### config.mk
export PLATFORM = sky130hd
export DESIGN_NAME = fccs_div
export DESIGN_NICKNAME = d
export VERILOG_FILES = /design/src/rtl/core/fccs_pkg.sv /design/src/rtl/core/fccs_div.sv
export SDC_FILE = /design/constraint.sdc
export NUM_CORES = 1
export LEC_CHECK = 0
export ABC_AREA = 1
export BUFFER_PORTS_ARGS = -buffer_cell sky130_fd_sc_hd__buf_4
export CAP_MARGIN = 20
export CORE_UTILIZATION = 44
export DETAILED_ROUTE_END_ITERATION = 6
export GPL_TIMING_DRIVEN = 0
export PLACE_DENSITY = 0.7
export SYNTH_ARGS = -nofsm -noshare
export SYNTH_HDL_FRONTEND = slang
export SYNTH_SLANG_ARGS = --single-unit
### constraint.sdc
create_clock -name clk -period 2.5 [get_ports clk]
set_clock_uncertainty 0.15 [all_clocks]
set_input_delay 0.25 -clock clk [delete_from_list [all_inputs] [get_ports clk]]
set_output_delay 0.25 -clock clk [all_outputs]
set_load 0.03 [all_outputs]
### src/rtl/core/fccs_pkg.sv
// Shared types and constants for the FAT12 cluster chain step core.
// No dependencies; imported by fccs_div and fat12_cluster_chain_step_core.
`default_nettype none

package fccs_pkg;

	// Default table store size in bytes
	localparam int TABLE_BYTES_DEF = 8192;

	// Field widths
	localparam int ADDR_W    = 13;
	localparam int BYTE_W    = 8;
	localparam int CLUS_W    = 12;
	localparam int SECTOR_W  = 32;
	localparam int CFG_W     = 16;
	localparam int CFG_IDX_W = 3;

	// Width of the root directory size in bytes: root_entries * 32
	localparam int ROOT_BYTES_W = 21;

	// Configuration register indexes
	localparam logic [CFG_IDX_W-1:0] REG_RESERVED_SECTORS = 3'd0;
	localparam logic [CFG_IDX_W-1:0] REG_FAT_COPIES       = 3'd1;
	localparam logic [CFG_IDX_W-1:0] REG_FAT_SECTORS      = 3'd2;
	localparam logic [CFG_IDX_W-1:0] REG_ROOT_ENTRIES     = 3'd3;
	localparam logic [CFG_IDX_W-1:0] REG_SECTOR_BYTES     = 3'd4;
	localparam logic [CFG_IDX_W-1:0] REG_CLUSTER_SECTORS  = 3'd5;

	// Register reset values
	localparam logic [15:0] RESERVED_SECTORS_RST = 16'd1;
	localparam logic [7:0]  FAT_COPIES_RST       = 8'd2;
	localparam logic [15:0] FAT_SECTORS_RST      = 16'd9;
	localparam logic [15:0] ROOT_ENTRIES_RST     = 16'd224;
	localparam logic [15:0] SECTOR_BYTES_RST     = 16'd512;
	localparam logic [7:0]  CLUSTER_SECTORS_RST  = 8'd1;

	// Item kind carried on tuser
	localparam logic FUNC_WRITE  = 1'b0;
	localparam logic FUNC_FOLLOW = 1'b1;

	// Divider status toward the sequencer
	typedef struct packed {
		logic busy;
		logic done;
	} div_status_t;

endpackage

`default_nettype wire

### src/rtl/core/fccs_div.sv
// Iterative restoring divider, one quotient bit per cycle.
// Depends on fccs_pkg (div_status_t).
`default_nettype none

module fccs_div #(
	parameter int N_W = 21,
	parameter int D_W = 16
) (
	input  wire                       clk,
	input  wire                       arst_n,
	input  wire                       start,
	input  wire [N_W-1:0]             dividend,
	input  wire [D_W-1:0]             divisor,
	output logic [N_W-1:0]            quotient,
	output fccs_pkg::div_status_t     status
);

	import fccs_pkg::*;

	localparam int CNT_W = $clog2(N_W + 1);

	logic [D_W:0]     rem_q;
	logic [N_W-1:0]   quo_q;
	logic [CNT_W-1:0] cnt_q;
	logic             busy_q;
	logic             done_q;

	logic [D_W:0] shifted;
	logic         ge;

	// One restoring step: shift in next dividend bit, trial subtract
	always_comb begin
		shifted = {rem_q[D_W-1:0], quo_q[N_W-1]};
		ge      = (shifted >= {1'b0, divisor});
	end

	// Step counter and busy/done flags
	always_ff @(posedge clk or negedge arst_n) begin
		if (!arst_n) begin
			cnt_q  <= '0;
			busy_q <= 1'b0;
			done_q <= 1'b0;
		end else if (start) begin
			cnt_q  <= CNT_W'(N_W);
			busy_q <= 1'b1;
			done_q <= 1'b0;
		end else if (busy_q) begin
			cnt_q <= cnt_q - 1'b1;
			if (cnt_q == CNT_W'(1)) begin
				busy_q <= 1'b0;
				done_q <= 1'b1;
			end
		end else begin
			done_q <= 1'b0;
		end
	end

	// Partial remainder and quotient shift register
	always_ff @(posedge clk) begin
		if (start) begin
			rem_q <= '0;
			quo_q <= dividend;
		end else if (busy_q) begin
			rem_q <= ge ? (shifted - {1'b0, divisor}) : shifted;
			quo_q <= {quo_q[N_W-2:0], ge};
		end
	end

	assign quotient    = quo_q;
	assign status.busy = busy_q;
	assign status.done = done_q;

endmodule

`default_nettype wire

After elaboration in Yosys (flattened, before gate mapping)
Index checks and enable logic that the tools add are counted.
Widths: inputs -> output; s select.
Cells by class
  mux-type cells: 11
  equality and inequality tests: 2
  $add $sub $neg: 2
  magnitude comparators: 1
  reductions and logical operators: 1
Operators by type and width (count)
  $mux 21: 2
  $ge 17x16->1: 1
  $mux 16: 1
  $sub 16x16->16: 1
  $mux 5: 2
  $mux 1: 6
  $eq 5x1->1 const B: 1
  $sub 5x1->5 const B: 1
  $ne 3x2->1 const B: 1
  $reduce_bool 2->1: 1
Word-level totals
  logic and storage cells: 22
  bits of input ports: 40
  output and inout port bits: 23
  flip-flop bits (word level): 44

Longest topological paths before layout
  word-level depth: 4
  mapped depth: 14
  mapped depth without buffers: 14

Worst setup path before layout
No wires, ideal clock.
  kind: register to register
  start: register quo_q[20] (netlist: quotient[20])
  end: register rem_q[8]
  path buffers: 0
  setup time: 113 ps
  clock period less this slack: 2206 ps
  data required time: 2237 ps
  data arrival time: 1943 ps
  slack: 294 ps
  cell stages (with the launch flop): 12
  cell sequence: edfxtp_1 inv_1 ha_1 inv_1 fa_1 nand3_1 nand3_1 a21oi_1 xor2_1 nand2_1 nand3_1 nand2_1
Between the ends
  longest elaborated chain between the ends: 2
  elaborated cells on any way between the ends: 3
  those cells by class: add/sub: 1; order compare: 1; mux: 1
Ends and longest elaborated chain
  start, declared: RTL line fccs_div.sv:23  | logic [N_W-1:0] quo_q;
  start signal, assigned: RTL line fccs_div.sv:62  | quo_q <= dividend;
  start signal, assigned: RTL line fccs_div.sv:65  | quo_q <= {quo_q[N_W-2:0], ge};
  $sub 16x16->16 or $ge 17x16->1 (tied branches): RTL line fccs_div.sv:64, fccs_div.sv:34
  $mux 16 *: RTL line fccs_div.sv:64  | rem_q <= ge ? (shifted - {1'b0, divisor}) : shifted;
  end signal, assigned: RTL line fccs_div.sv:64
  end, declared: RTL line fccs_div.sv:22  | logic [D_W:0] rem_q;
Mark *: on every way between the ends. The rest lies on a longest branch, timed or not.
A chain may end at the register's enable or synchronous reset.

Final worst setup path
  start: register quo_q[20] (netlist: quotient[20])
  end: register rem_q[14]
The elaborated chain is that of the path after synthesis.

==> flow_summary.yaml <==
yosys:
  synth_fp_nets: 510
  async_flop_share_pct: 15.91
  synth_edf_count: 21
  yosys-top-cells-area: "nand2_1 21%, edfxtp_1 20%, dfxtp_1 10%"
  synthTopCellsByCount: "177 x nand2_1, 72 x inv_1, 36 x nand3_1, 21 x edfxtp_1"
  syn-instance-count: 451
  seq_area_frac_synth_pct: 36.01
  synth_most_common_cell: "nand2_1"
  syn_area_um2: 3127
  synth_top_area_cell: "nand2_1"
  synth_top_area_share_pct: 21.25
  netlist-cell-type-count: 36
  synth_warnings: 0
  yosys_register_bits: 44
  avgSynthCellArea_um2: 6.933
  synth_ff_type: "edfxtp_1"
timing:
  fin_tns_setup_ns: 0
  final.period_utilization_pct: 89.89
  max_freq_mhz: 445.0
  hold_viol_final: 0
  rsz0062_at_grt: "false"
  relSlewSlack_pct: 41.94
  setup_violations: 0
  drv_slew: 0
  tightest_slew_ns: 0.8677
  min_period_ns: 2.247
power:
  irDropWorstVdd_mv: 0.4195
  swShare_pct: 43.87
  p_leak_nw: 2.093
  p_per_area_nw_per_um2: 822.1
  p_clk_share_pct: 14.4
  p_sw_mw: 1.372
  pwr-share-seq_pct: 32.1
  p_int_mw: 1.756
  p_comb_share_pct: 53.5
floorplan:
  io_pins: 63
  die_y_um: 86.30
  dieArea_um2: 7448
  rows: 30
  core_area_um2: 6832
  initial_core_util_pct: 45.77
  die_w_um: 86.30
global_route:
  grt_max_degree: 30
  grt_overflow: 0
  grt_first_pass_wirelength_um: 11540
  grt_usage_pct: 19.86
  antenna_found_initial: 0
  grt_pass1_vias: 2566
layout:
  n_antenna_cell: 0
  areaGrowthSynthToFinish_pct: 21.69
  final-seq-area_um2: 1126
  num-nets-final: 579
  nFillCells: 680
  fin_area_um2: 3805
  multi_input_area_um2: 1645
  layout-drive-gt1-share_pct: 19.39
clock_network:
  clk_path_buf_depth: 2
  clk_latency_ns: 0.30
  cts_tree: "built"
  cts_buffers: 5
  post-cts-setup-buffers: 0
  cts_root_buf: "clkbuf_8"
  cts.sinks: 44
  htreeDepth: 2
  clk_pin_slew_ns: 0.09
route:
  drt.antenna.violating_nets: 0
  viasPerCell: 4.690
  drc: 0
  num_vias: 2894
  drt_wl_total_um: 7286
  wl_per_cell_um: 11.81
  first_pass_iters: 5
  drt_iter0_drc: 97
worst_setup_path:
  worstPathArrival_ns: 2.29
  worst_setup_path_end_kind: "flop"
  required_ns: 2.55
  startpoint_type: "flop"
  path_max_fanout: 4
  critical_path_class: "reg -> reg"
hold_path:
  holdCritPathClass: "in -> reg"
placed_design:
  gp_congestion: 0.9366
  port_buffers: 61
  dp_hpwl_um: 5717
  place_area_um2: 3705
run_status:
  status: "finished clean"
job:
  maxCapViolations: 0
## power groups by stage
stage / sequential [mW] / clock (mW) / combinational (mW)
final: 1.00 / 0.449 / 1.67
after global placement: 1.02 / 0 / 1.64
after global routing: 1.02 / 0.483 / 1.88
after CTS: 1.01 / 0.456 / 1.67
after floorplan: 1.07 / 0 / 1.21
after detailed placement: 1.02 / 0 / 1.67
## cells in the final DEF (no fill, tap or decap), types with 7 or more instances in the layout
cell,count
nand3_1,36
o21ai_0,8
nand2_2,7
a21oi_1,10
buf_4,63
ha_1,18
inv_1,72
nor2_1,18
nand2_1,177
nand3b_1,8
dfxtp_1,16
dfrtp_1,7
edfxtp_1,21
## layout make-up
class                           instances  area share [%]
Buffer                                 11           2.006
Clock buffer                            5           1.809
Clock inverter                          3          0.4933
Inverter                               75           7.399
Multi-Input combinational cell        321           43.24
Sequential cell                        44           29.60
Tap cell                               96           3.157
Timing Repair Buffer                   62           12.30
## kinds of logic after synthesis
logic type | synth area share [%]
AO/OA/AOI/OAI | 4.962
flip-flops | 36.01
AND/OR/NAND/NOR | 37.78
XOR/XNOR | 1.961
buffers and inverters | 11.44
adder cells (fa/ha/maj) | 7.843
## per-stage QoR
step,util (%),power [mW],hold WS (ns),worst slack (ns),cells
global route,55.70,3.387,0.05132,0.04998,617
finish,55.70,3.128,0.06372,0.2527,617
CTS,55.66,3.135,0.06055,0.1798,617
detailed placement,54.23,2.684,-0.08225,0.2039,608
global placement,54.23,2.661,-0.08285,0.1979,608
floorplan,-,2.276,-0.1956,0.2936,451
## routing by layer
metal	vias up	wire length (µm)	track usage, %
met5	-	0	0
met4	0	107	6.212
met3	10	169	3.714
met2	41	3488	33.98
met1	1294	3520	25.41
li1	1549	-	-
## state kept, by name, summed over array words and instances (netlist names)
name and flops:
quotient 21, busy_q 1, cnt_q 5, done_q 1, rem_q 16
## critical path, stage by stage, from the launching register on
cell and delay, ns:
edfxtp_1 0.43, inv_1 0.10, ha_1 0.15, inv_1 0.10, fa_2 0.39, nand3_1 0.10
nand3_1 0.16, nand2_1 0.10, nand2_1 0.08, nand2_1 0.08, nand2_1 0.05, nand2_1 0.07
nand3_2 0.05, nand2_1 0.09, nand2_1 0.05
## timing repair
action / CTS / global route
setup endpoints to repair: 0 / 1
endpoints found under the hold margin: 7 / 0
resized for setup: 0 / 1
hold buffers: 1 / 0
## worst paths after layout
check                      slack (ns)                   start                      to  cells past startpoint
max                              0.25  quotient[20]$_DFFE_PP_  rem_q[14]$_SDFFE_PP0P_                     14
min                              0.06            dividend[12]  quotient[12]$_DFFE_PP_                      3
max reg2reg                      0.25  quotient[20]$_DFFE_PP_  rem_q[14]$_SDFFE_PP0P_                     14
min reg2reg                      0.34  rem_q[14]$_SDFFE_PP0P_  rem_q[14]$_SDFFE_PP0P_                      2
max in group asynchronous        1.94                  arst_n        busy_q$_DFF_PN0_                      2
min in group asynchronous        0.14                  arst_n      done_q$_DFFE_PN0P_                      2
Note: power is estimated with default switching activity, not from simulation.
